==> config.mk <==
export PLATFORM = sky130hd
export DESIGN_NAME = flp_out_flat
export DESIGN_NICKNAME = d
export VERILOG_FILES = /design/src/hw/rtl/flp_pkg.sv /design/src/hw/rtl/flp_out_if.sv /design/src/hw/rtl/flp_out.sv /design/src/flat_wrapper.sv
export SDC_FILE = /design/constraint.sdc
export NUM_CORES = 1
export LEC_CHECK = 0
export BUFFER_PORTS_ARGS = -buffer_cell sky130_fd_sc_hd__buf_2
export CAP_MARGIN = 20
export CORE_MARGIN = 5
export CORE_UTILIZATION = 25
export CTS_CLUSTER_DIAMETER = 40
export DETAILED_ROUTE_END_ITERATION = 10
export PLACE_DENSITY = 0.65
export SLEW_MARGIN = 20
export SYNTH_ARGS = -nofsm -noshare
export SYNTH_HDL_FRONTEND = slang
export SYNTH_SLANG_ARGS = --single-unit
==> constraint.sdc <==
create_clock -name clk -period 2 [get_ports clk]
set_input_delay 0.1 -clock clk [delete_from_list [all_inputs] [get_ports clk]]
set_output_delay 0.1 -clock clk [all_outputs]
set_load 0.05 [all_outputs]
==> src/hw/rtl/flp_pkg.sv <==
// Package with widths, coefficients and output rounding for the 30-tap low-pass filter.
`default_nettype none
package flp_pkg;

    localparam int TAPS     = 30;
    localparam int SAMPLE_W = 16;
    localparam int COEF_W   = 16;
    localparam int FRAC_W   = COEF_W - 1;
    localparam int ACC_W    = SAMPLE_W + COEF_W + $clog2(TAPS);
    localparam int SHIFT_W  = ACC_W - FRAC_W;

    typedef logic signed [SAMPLE_W-1:0] sample_t;
    typedef logic signed [COEF_W-1:0]   coef_t;
    typedef logic signed [ACC_W-1:0]    acc_t;

    localparam coef_t COEFS [TAPS] = '{
        -16'sd11,    16'sd58,    16'sd184,   16'sd343,   16'sd429,   16'sd305,
        -16'sd101,  -16'sd696,  -16'sd1182, -16'sd1149, -16'sd259,   16'sd1532,
         16'sd3869,  16'sd6077,  16'sd7419,  16'sd7419,  16'sd6077,  16'sd3869,
         16'sd1532, -16'sd259,  -16'sd1149, -16'sd1182, -16'sd696,  -16'sd101,
         16'sd305,   16'sd429,   16'sd343,   16'sd184,   16'sd58,   -16'sd11
    };

    localparam acc_t    ROUND_HALF = acc_t'(1) <<< (FRAC_W - 1);
    localparam sample_t SAMPLE_MAX = {1'b0, {(SAMPLE_W-1){1'b1}}};
    localparam sample_t SAMPLE_MIN = {1'b1, {(SAMPLE_W-1){1'b0}}};

    // round half up to the sample grid, then clamp
    function automatic sample_t round_sat(input acc_t acc);
        acc_t                      biased;
        logic signed [SHIFT_W-1:0] shifted;
        sample_t                   res;
        biased  = acc + ROUND_HALF;
        shifted = biased[ACC_W-1:FRAC_W];
        if (shifted > SHIFT_W'(SAMPLE_MAX))
            res = SAMPLE_MAX;
        else if (shifted < SHIFT_W'(SAMPLE_MIN))
            res = SAMPLE_MIN;
        else
            res = shifted[SAMPLE_W-1:0];
        return res;
    endfunction

endpackage
`default_nettype wire

==> src/hw/rtl/flp_out_if.sv <==
// Output channel interface carrying one filtered word.
`default_nettype none
interface flp_out_if;
    logic                     valid;
    logic                     ready;
    flp_pkg::sample_t         filtered_out;

    modport source (output valid, output filtered_out, input ready);
    modport sink   (input valid, input filtered_out, output ready);
endinterface
`default_nettype wire

==> src/hw/rtl/flp_out.sv <==
// Output stage: holds the result valid flag and rounds and clamps the head cell's sum.
`default_nettype none
module flp_out (
    input  wire logic          clk,
    input  wire logic          rst_n,
    input  wire logic          load,
    input  wire flp_pkg::acc_t acc,
    output logic               take,
    flp_out_if.source          dout
);
    import flp_pkg::*;

    logic valid_reg;
    logic valid_next;

    always_comb
    begin
        take       = !valid_reg || dout.ready;
        valid_next = load || (valid_reg && !dout.ready);
    end

    always_ff @(posedge clk or negedge rst_n)
    begin
        if (!rst_n)
            valid_reg <= 1'b0;
        else
            valid_reg <= valid_next;
    end

    assign dout.valid        = valid_reg;
    assign dout.filtered_out = round_sat(acc);
endmodule
`default_nettype wire

==> src/flat_wrapper.sv <==
// flat-port wrapper written by rule: the top's interface ports become plain ports
module flp_out_flat import flp_pkg::*;
  (clk, rst_n, load, acc, take, dout_valid, dout_filtered_out, dout_ready);
  flp_out_if dout_i ();
  input  wire logic clk;
  input  wire logic rst_n;
  input  wire logic load;
  input  wire flp_pkg::acc_t acc;
  output logic take;
  output wire logic [$bits(dout_i.valid)-1:0] dout_valid;
  output wire logic [$bits(dout_i.filtered_out)-1:0] dout_filtered_out;
  input wire logic [$bits(dout_i.ready)-1:0] dout_ready;
  assign dout_valid = dout_i.valid;
  assign dout_filtered_out = dout_i.filtered_out;
  assign dout_i.ready = dout_ready;
  flp_out u_core (.clk(clk), .rst_n(rst_n), .load(load), .acc(acc), .take(take), .dout(dout_i));
endmodule
==> summary.txt <==
Synth
  • Post-Synthesis Net Count: between 100 and 150
  • Mean post-synth cell area: between 7 and 8 um^2
  • Sequential area share after synthesis: ~3.5%
  • Distinct cells, synth: 32
  • Ys Warns: 0
  • Synth Register Bits: 1
  • Cell area after synthesis: roughly 700 um^2
  • Syn Inst Count: 90

Finish
  • Register area: between 20 and 30 um^2
  • Most frequent cells in the layout: 35 x buf_4, 25 x buf_6, 16 x buf_2, 11 x o21ai_4, 10 x xor2_1
  • Ant diodes: 0
  • Layout cell share with drive strength beyond 1: 68.3%
  • Max reg flops: 1
  • Layout area overhead: 127%
  • Fill cells: ~240
  • Most common cell after layout, fill and taps aside: buf_4
  • Post-Route Utilization: roughly three fifths
  • Non-Filler Instances: about 200
  • Final Net Count: between 200 and 250
  • Multi-input logic area: between 800 and 900 um^2

Critical path
  • Critical setup path kind: in2out
  • Worst EP required: 1.90 ns
  • Crit-path max FO: 5
  • CP Capture Type: output pin
  • Arr. time, crit path: ~1.9 ns
  • Worst Setup Start Kind: input pin
  • Worst reg2reg path startpoint: u_core.dout.valid
  • Critical path startpoint: acc[34]
  • R2R Setup Slk: 1.37 ns

Global route
  • Vias in the first global route: approximately 960
  • Initial antenna violation count: 0
  • First-pass GRT wire length: 3770 um
  • GRT Overall Usage: between 10% and 20%
  • Total global routing overflow: 0
  • Largest net degree at the start of global routing: 11

Routing
  • DRC: 0
  • WL final: between 2000 and 3000 um
  • Post-route ant nets: 0
  • Initial DRT Pass Iterations: 4
  • Vias: 1,007
  • Initial DRC Count: 21
  • Routed WL per cell: between 10 and 15 um
  • Vias per cell: about 5

Placement
  • Post-DP HPWL: approximately 2000 um
  • Placed Instances: 189
  • Port bufs: 44
  • Gpl congestion: 0.877
  • Post-Place Setup Slack: -0.0639 ns

Timing
  • Endpoints failing hold: 0
  • Fin crit period: roughly 2.0 ns
  • Tcrit/Tclk final: between 90% and 100%
  • Pins Over Slew Limit: 0
  • Final setup vio count: 0
  • Least-Margin Pin Slew: around 0.38 ns
  • Setup TNS: 0 ns
  • Setup slack after layout: roughly 0.0079 ns
  • Max transition margin: between 70% and 80%
  • Max Clk Rate: 0.502 GHz
  • Clk_skew: 0 ns

Pwr
  • Comb power frac: 94.5%
  • VDD IR max: around 0.00022 V
  • Total power: around 0.41 mW
  • Net switching power: 0.222 mW
  • Flop pwr share: between 5 and 6%
  • Leakage: 0.655 nW
  • Pint: about 0.19 mW
  • Pwr dens: approximately 260 nW/um^2
  • Switching share of total power: 53.7%
  • Clock Power Share: 0%

Run
  • Max-cap violations: 0

Status
  • Run status: finished, final reports clean

CTS
  • Clock Latency Late Sink: 0 ns
  • Clk pin slew, worst setup/hold paths: 0 ns

Floorplan
  • Die Y: about 63 um
  • Core ar.: ~2700 um^2
  • # rows: 19
  • Initial Utilization: 26.0%
  • Die Area: between 4000 and 5000 um^2
  • Io pins: 59
  • Die Span X: 63.4 um

Hold path
  • HP Start: load
  • Hold/Removal Path Class: in2reg
## worst max-delay path, stage by stage
cell and delay, ns:
buf_6 0.07, nand4_1 0.17, nor4_4 0.35, nand2_1 0.10
xor2_1 0.15, o31a_1 0.34, buf_6 0.14, clkbuf_16 0.16
o21ai_4 0.14, buf_6 0.17
## path summary, 6_finish.rpt
| kind | to | cells past startpoint |
|---|---|---|
| worst max-delay path | dout_filtered_out[14] | 10 |
| worst min-delay path | u_core.dout.valid | 2 |
| worst max register to register | u_core.dout.valid | 2 |
| worst min register to register | u_core.dout.valid | 2 |
| max in group asynchronous | u_core.dout.valid | 2 |
| min in group asynchronous | u_core.dout.valid | 2 |
## final cells by class
| type | instances | share of cell area, % |
|---|---|---|
| inverters | 2 | 0.464 |
| multi-input cells | 84 | 52.4 |
| flip-flops and latches | 1 | 1.55 |
| well taps | 31 | 2.40 |
| repair buffers | 80 | 43.2 |
## through the flow
stage | hold WS (ns) | instance area, um^2
6_report | 0.300 | 1620
5_1_grt | 0.319 | 1620
4_1_cts | 0.303 | 1370
3_5_place_dp | -0.120 | 1260
3_3_place_gp | -0.125 | 1260
2_1_floorplan | -0.196 | 803
## routing by layer
layer | wire, um | GRT usage [%] | vias to the layer above | share of wire (%)
met1 | 999 | 12.1 | 479 | 38
met2 | 1500 | 21.3 | 28 | 57
met5 | 0 | 0 | - | 0
li1 | - | - | 500 | -
met4 | 0 | 0.260 | 0 | 0
met3 | 138 | 1.24 | 0 | 5.2
## cells in the mapped netlist
master    number  area (um^2)
xor2_1        10         87.6
a21oi_1        2         10.0
nand2b_1       2         12.5
nand4_1        6         37.5
a31o_1         1         8.76
o31a_1         1         8.76
nand3_1        8         40.0
nor4_2         3         37.5
o21ai_2       11         96.3
and4_1         2         17.5
buf_2          1         5.00
nor2_4         1         11.3
dfrtp_1        1         25.0
o21ai_0        4         20.0
a41oi_1        1         8.76
nor4_1         1         6.26
a31oi_1        1         6.26
inv_1          2         7.51
o31ai_1        1         7.51
a211o_2        1         10.0
nor2_1         2         7.51
xnor2_1        8         70.1
nor3_1         1         5.00
buf_6          2         22.5
and4_2         1         10.0
a211oi_1       1         7.51
ha_1           1         12.5
xnor2_2        1         16.3
a41o_2         1         11.3
nand4_4        2         42.5
nand2_1        8         30.0
and3_1         2         12.5
## cells by family (layout without fill, tap and decap cells)
family,after synthesis,in the layout,synth area share [%]
and+or+nand+nor,39,39,38.0
AOI/OAI and AO/OA,25,25,27.4
xor gates and xnor gates,19,19,24.4
buffers and inverters,5,82,4.92
adders and majority gates,1,1,1.76
DFF,1,1,3.51
## what timing repair did
action	CTS	global route
setup buffers	0	8
setup endpoints to repair	15	15
gates resized for setup	28	42
cloned	0	1
hold buffers	1	0
pin swaps	0	24
hold endpoints to repair	1	0
## power by group through the flow
stage               Sequential, mW  Clock [mW]  Combinational, mW
floorplan                   0.0276           0              0.188
global placement            0.0226           0              0.307
detailed placement          0.0226           0              0.311
CTS                         0.0227           0              0.343
global route                0.0229           0              0.413
finish                      0.0226           0              0.390
Power figures use the tool's default switching activity.
