File: config.mk
export PLATFORM = sky130hd
export DESIGN_NAME = flp_cell
export DESIGN_NICKNAME = d
export VERILOG_FILES = /design/src/hw/rtl/flp_pkg.sv /design/src/hw/rtl/flp_cell.sv
export SDC_FILE = /design/constraint.sdc
export NUM_CORES = 1
export LEC_CHECK = 0
export BUFFER_PORTS_ARGS = -buffer_cell sky130_fd_sc_hd__buf_4
export CORE_MARGIN = 2
export CORE_UTILIZATION = 45
export CTS_BUF_LIST = sky130_fd_sc_hd__clkbuf_8
export DETAILED_ROUTE_END_ITERATION = 7
export HOLD_SLACK_MARGIN = 0.1
export SYNTH_ARGS = -nofsm -noshare
export SYNTH_HDL_FRONTEND = slang
export SYNTH_SLANG_ARGS = --single-unit
File: constraint.sdc
create_clock -name clk -period 1.1 [get_ports clk]
set_input_delay 0.11 -clock clk [delete_from_list [all_inputs] [get_ports clk]]
set_output_delay 0.11 -clock clk [all_outputs]
set_load 0.005 [all_outputs]
File: src/hw/rtl/flp_pkg.sv
// Package with widths, coefficients and output rounding for the 30-tap low-pass filter.
`default_nettype none
package flp_pkg;

    localparam int TAPS     = 30;
    localparam int SAMPLE_W = 16;
    localparam int COEF_W   = 16;
    localparam int FRAC_W   = COEF_W - 1;
    localparam int ACC_W    = SAMPLE_W + COEF_W + $clog2(TAPS);
    localparam int SHIFT_W  = ACC_W - FRAC_W;

    typedef logic signed [SAMPLE_W-1:0] sample_t;
    typedef logic signed [COEF_W-1:0]   coef_t;
    typedef logic signed [ACC_W-1:0]    acc_t;

    localparam coef_t COEFS [TAPS] = '{
        -16'sd11,    16'sd58,    16'sd184,   16'sd343,   16'sd429,   16'sd305,
        -16'sd101,  -16'sd696,  -16'sd1182, -16'sd1149, -16'sd259,   16'sd1532,
         16'sd3869,  16'sd6077,  16'sd7419,  16'sd7419,  16'sd6077,  16'sd3869,
         16'sd1532, -16'sd259,  -16'sd1149, -16'sd1182, -16'sd696,  -16'sd101,
         16'sd305,   16'sd429,   16'sd343,   16'sd184,   16'sd58,   -16'sd11
    };

    localparam acc_t    ROUND_HALF = acc_t'(1) <<< (FRAC_W - 1);
    localparam sample_t SAMPLE_MAX = {1'b0, {(SAMPLE_W-1){1'b1}}};
    localparam sample_t SAMPLE_MIN = {1'b1, {(SAMPLE_W-1){1'b0}}};

    // round half up to the sample grid, then clamp
    function automatic sample_t round_sat(input acc_t acc);
        acc_t                      biased;
        logic signed [SHIFT_W-1:0] shifted;
        sample_t                   res;
        biased  = acc + ROUND_HALF;
        shifted = biased[ACC_W-1:FRAC_W];
        if (shifted > SHIFT_W'(SAMPLE_MAX))
            res = SAMPLE_MAX;
        else if (shifted < SHIFT_W'(SAMPLE_MIN))
            res = SAMPLE_MIN;
        else
            res = shifted[SAMPLE_W-1:0];
        return res;
    endfunction

endpackage
`default_nettype wire

File: src/hw/rtl/flp_cell.sv
// One tap cell of the transposed filter: multiply, add the neighbor's sum, register.
`default_nettype none
module flp_cell (
    input  wire logic          clk,
    input  wire logic          rst_n,
    input  wire logic          en,
    input  wire flp_pkg::sample_t sample,
    input  wire flp_pkg::coef_t   coef,
    input  wire flp_pkg::acc_t    sum_in,
    output flp_pkg::acc_t         sum_out
);
    import flp_pkg::*;

    logic signed [SAMPLE_W+COEF_W-1:0] prod;
    acc_t                              sum_reg;
    acc_t                              sum_next;

    always_comb
    begin
        prod     = sample * coef;
        sum_next = ACC_W'(prod) + sum_in;
    end

    always_ff @(posedge clk or negedge rst_n)
    begin
        if (!rst_n)
            sum_reg <= '0;
        else if (en)
            sum_reg <= sum_next;
    end

    assign sum_out = sum_reg;
endmodule
`default_nettype wire

==> flow_summary.json, run 1 <==
{
  "viasPerCell": 4.897,
  "place_ws_ns": -4.763,
  "htreeDepth": 2,
  "clk_path_buf_depth": 2,
  "synth_area_sq_mm": 0.01317,
  "cts_buffers": 5,
  "slowest_delay_ns": 0.62,
  "grt_pass1_wl_um": 57350,
  "die-area_sq_mm": 0.03064,
  "drc": 0,
  "rr_endpoint": "sum_out[36]",
  "synth_top_area_share_pct": 48.36,
  "totalWireLength_um": 33950,
  "final_max_slew_viol_count": 0,
  "synthFlopType": "dfrtp_1",
  "initial_core_util_pct": 45.74,
  "synth.avg_cell_area_sq_um": 9.568,
  "nNetsFinal": 2176,
  "die_x_um": 175.0,
  "fin_crit_ns": 5.364,
  "finalCritPeriodShare_pct": 487.6,
  "first_global_vias": 11680,
  "grt.total_usage_pct": 23.72,
  "crit_path_end_kind": "flop",
  "yosysTopAreaCell": "fa_1",
  "synth_seq_cells": 37,
  "cp_cell_sequence": "buf_12 -> and2_4 -> fa_2 -> inv_4 -> fa_1 -> inv_1 -> fa_1 -> fa_1 -> fa_1 -> inv_1 -> fa_1 -> inv_2 -> ha_4 -> a21o_1 -> a221oi_4 -> o21bai_1 -> a21oi_2 -> o31ai_4 -> a211o_1 -> and3_4 -> o31ai_4",
  "worst_slew_pin_slew_ns": 0.4796,
  "finalSetupTns_ns": -125.99,
  "async_flop_share_pct": 100.0,
  "antenna_found_initial": 0,
  "cp-startpoint": "coef[3]",
  "io_buffers": 108,
  "cts_root_buf": "clkbuf_8",
  "cp_common_cell": "fa_1",
  "antenna_cells": 0,
  "hp-class": "primary input to flop",
  "cp_top_family": "adder cells",
  "syn_to_final_growth_pct": 36.25,
  "clock-sinks": 37,
  "slew_headroom_pct": 68.03,
  "via_count": 10090,
  "path_max_fanout": 4,
  "die_h_um": 175.0,
  "worst_slack_ns": -4.264,
  "ys_types": 59,
  "timing.rr.start": "sum_out[36]",
  "wl_met3_um": 751,
  "top_layer": "met4",
  "boundaryPins": 109,
  "path_buf_inv": 5,
  "timing.fmax_mhz": 186.4,
  "grt_max_degree": 38,
  "hold_violations": 0,
  "netlist_top_cells_area": "fa_1, inv_1, ha_1, dfrtp_1, and2_1",
  "yosysWarnings": 0,
  "clk_pin_slew_ns": 0.07,
  "cp.depth": 21,
  "fin_skew_ns": 0,
  "r2r_slack_ns": 0.14,
  "violations": "negative setup slack",
  "largest_reg_flops": 37,
  "globalplace.congestion": 0.9221,
  "grt_setup_unrepaired": "true",
  "worst_ep_required_time_ns": 1.30,
  "postRouteAntennaNets": 0,
  "firstDrtPassIters": 5,
  "post_drt_wl_per_cell_um": 16.47,
  "synth.net_count": 1875,
  "drtIter0Drc": 391,
  "fp-row-count": 62,
  "syn_inst": 1376,
  "rr_worst_depth": 2,
  "critPathSlowestCell": "fa_2",
  "critical_path_class": "primary input to flop",
  "cp-start-kind": "primary input",
  "cts_tree": "built",
  "hpwlAfterDp_um": 29360,
  "drive_gt1_share_pct": 36.79,
  "arrival_ns": 5.56,
  "insertion_delay_ns": 0.29,
  "gr-total-overflow": 0,
  "design.core.area_sq_mm": 0.02878,
  "status": "finished with violations",
  "synth_edf_count": 0,
  "met2WireLength_um": 18600,
  "final_cell_mix": "inv_1, fa_1, buf_4",
  "ys_seq_area_share_pct": 7.033,
  "cap_violations": 0,
  "crit_end": "sum_out[27]",
  "final_common_cell": "inv_1",
  "wl_met1_um": 13890,
  "setup_viol": 36
}
-- synthesized netlist by cell type, types with 14 or more instances --
library cell and count:
fa_1 318, inv_1 378, nand2_1 160, dfrtp_1 37
o21ai_0 14, a21oi_1 31, xnor2_1 23, mux2_2 25
clkbuf_1 38, ha_1 109, and2_1 107, nor2_1 21
-- repair_timing --
action	in CTS	in global routing
hold buffers	1	0
setup buffers	37	24
resized for setup	212	102
pin swaps	105	118
setup endpoints to repair	37	36
gates cloned	1	0
endpoints found under the hold margin	37	0
-- per-layer routing --
metal	vias to the layer above	global-route usage (%)
met5	-	0
met3	39	2.045
met1	5222	28.53
li1	4668	-
met4	0	5.382
met2	164	45.73
-- worst min path at each step --
stage | startpoint | slack [ns] | to | depth (start not counted)
finish | sum_in[0] | 0.21 | sum_out[0] | 3
detailed placement | rst_n | 0.11 | sum_out[5] | 1
global route | sum_in[0] | 0.21 | sum_out[0] | 3
CTS | sum_in[0] | 0.19 | sum_out[0] | 3
floorplan | rst_n | -0.19 | sum_out[0] | 0
global placement | rst_n | 0.11 | sum_out[5] | 1
-- cell type report --
cell class	count	area (sq um)
sequential	37	925.9
tap	384	480.5
multi-input combinational	920	11930
clock inverter	1	3.754
inverter	378	1428
timing repair buffer	335	3084
fill	2432	10840
clock buffer	6	82.58
-- cells by family (layout without fill, tap and decap cells) --
kind of cell / after synthesis / after routing / synth area share (%)
XOR/XNOR: 30 / 30 / 1.996
AO/OA/AOI/OAI: 108 / 108 / 5.864
adder cells (fa/ha/maj): 427 / 427 / 58.72
multiplexers: 25 / 25 / 2.138
AND/OR/NAND/NOR: 330 / 330 / 12.31
flip-flops: 37 / 37 / 7.033
buffers and inverters: 419 / 720 / 11.95
-- per-stage QoR --
step	utilization [%]	instance area (sq um)	hold WS [ns]	std cells
CTS	60.79	17500	0.1925	2047
global placement	56.64	16300	0.1062	2003
global route	62.32	17940	0.2121	2061
finish	62.32	17940	0.2064	2061
floorplan	-	14030	-0.1856	1376
detailed placement	56.64	16300	0.1093	2003
-- tightest hold or removal path, stage by stage --
cell	delay [ns]
buf_4	0.08
ha_2	0.14
mux2_2	0.13
Power of run 1 is left out: the tool's default activity adds up to more than one toggle a clock period on the data nets, which glitch-free logic cannot reach.
==> inputs of run 2 (changes only) <==
CTS_CLUSTER_SIZE = 8   (was unset)
clock period = 6.4 ns   (was 1.1 ns; I/O delays follow)
==> run 2 against run 1 <==
Net effect: the flow now finishes without violations; clock-buffer cell count is 1 lower; via count fell by 7.9%; sequential cell count unchanged; critical path depth rose by 1; critical endpoint is now sum_out[35].
==> flow_summary.json, run 2 (synthesis gave the netlist of run 1 again) <==
{
  "fin_crit_ns": 6.131,
  "slew_headroom_pct": 54.06,
  "die_x_um": 175.0,
  "first_global_vias": 10440,
  "fp-row-count": 62,
  "syn_to_final_growth_pct": 13.83,
  "post_drt_wl_per_cell_um": 16.46,
  "fin_skew_ns": 0,
  "firstDrtPassIters": 5,
  "cts_buffers": 5,
  "critical_path_class": "primary input to flop",
  "largest_reg_flops": 37,
  "nNetsFinal": 2016,
  "path_max_fanout": 6,
  "worst_slew_pin_slew_ns": 0.6884,
  "clock-sinks": 37,
  "crit_path_end_kind": "flop",
  "num-fill-cells": 2662,
  "via_count": 9291,
  "die_h_um": 175.0,
  "worst_slack_ns": 0.2688,
  "cts_root_buf": "clkbuf_8",
  "hold_violations": 0,
  "finalSetupTns_ns": 0,
  "postRouteAntennaNets": 0,
  "cp_top_family": "adder cells",
  "final_cell_mix": "inv_1, fa_1, buf_4",
  "design.core.area_sq_mm": 0.02878,
  "hold_buffers": 0,
  "clk_pin_slew_ns": 0.08,
  "clk_path_buf_depth": 2,
  "hp-class": "primary input to async pin",
  "cts_tree": "built",
  "setup_viol": 0,
  "dpl_cell_area_sq_mm": 0.01481,
  "htreeDepth": 2,
  "insertion_delay_ns": 0.28,
  "fin_area_sq_mm": 0.01499,
  "critPathSlowestCell": "fa_2",
  "grt_max_degree": 38,
  "drc": 0,
  "grt_pass1_wl_um": 53170,
  "cp_cell_sequence": "buf_4 -> nand2_1 -> inv_1 -> fa_2 -> inv_1 -> fa_1 -> inv_1 -> fa_1 -> fa_1 -> fa_1 -> inv_1 -> fa_1 -> inv_1 -> ha_1 -> a21o_1 -> a221oi_2 -> o21bai_1 -> a21oi_2 -> o21ai_1 -> o311a_1 -> o21a_1 -> o31ai_1",
  "path_buf_inv": 6,
  "cap_violations": 0,
  "arrival_ns": 6.33,
  "globalplace.congestion": 0.8489,
  "drtIter0Drc": 408,
  "cp-start-kind": "primary input",
  "place_ws_ns": -0.1595,
  "drive_gt1_share_pct": 14.95,
  "antenna_found_initial": 0,
  "totalWireLength_um": 31320,
  "boundaryPins": 109,
  "hpwlAfterDp_um": 27890,
  "timing.fmax_mhz": 163.1,
  "multiInputGateArea_sq_mm": 0.01070,
  "antenna_cells": 0,
  "initial_core_util_pct": 45.74,
  "final_max_slew_viol_count": 0,
  "status": "completed",
  "viasPerCell": 4.885,
  "finalCritPeriodShare_pct": 95.80,
  "grt_setup_unrepaired": "false",
  "ff_latch_area_sq_um": 925.9,
  "gr-total-overflow": 0,
  "grt.total_usage_pct": 21.87,
  "final_common_cell": "inv_1",
  "worst_ep_required_time_ns": 6.60,
  "io_buffers": 108,
  "die-area_sq_mm": 0.03064,
  "slowest_delay_ns": 0.63
}
-- run 2: routing by layer --
layer / share of wire [%] / up-vias / global-route usage, % / wire length (um)
met3: 2.5 / 32 / 1.262 / 781
met1: 43 / 4750 / 29.70 / 13590
met5: 0 / - / 0 / 0
met4: 1.7 / 0 / 3.715 / 545
li1: - / 4343 / - / -
met2: 52 / 166 / 39.31 / 16400
-- run 2: what timing repair did --
action                                  in CTS  in global routing
endpoints found under the setup margin       0                  6
setup buffers                                0                  1
gates resized for setup                      0                  8
-- run 2: cell type report --
class	instances	share of cell area, %
multi-input combinational	920	71.40
inverter	378	9.468
timing repair buffer	175	8.850
sequential	37	6.179
tap	384	3.206
clock buffer	5	0.4592
clock inverter	3	0.4342
-- run 2: final timing paths --
kind                       slack [ns]  cells after the start        start     endpoint
max in group asynchronous        5.72                      1        rst_n  sum_out[29]
setup / recovery                 0.27                     22   sample[15]  sum_out[35]
hold / removal                   0.31                      1        rst_n   sum_out[1]
setup reg to reg                 5.48                      3  sum_out[33]  sum_out[33]
hold reg to reg                  0.49                      2   sum_out[4]   sum_out[4]
min in group clk                 0.49                      2   sum_out[4]   sum_out[4]
-- run 2: stage by stage --
step	hold slack [ns]	util, %	cells
finish	0.3098	52.07	1902
global route	0.3441	52.07	1902
CTS	0.3266	51.93	1901
detailed placement	0.4802	51.46	1893
global placement	0.4711	51.46	1893
floorplan	0.3444	-	1376
Power of run 2 is left out for the same reason.
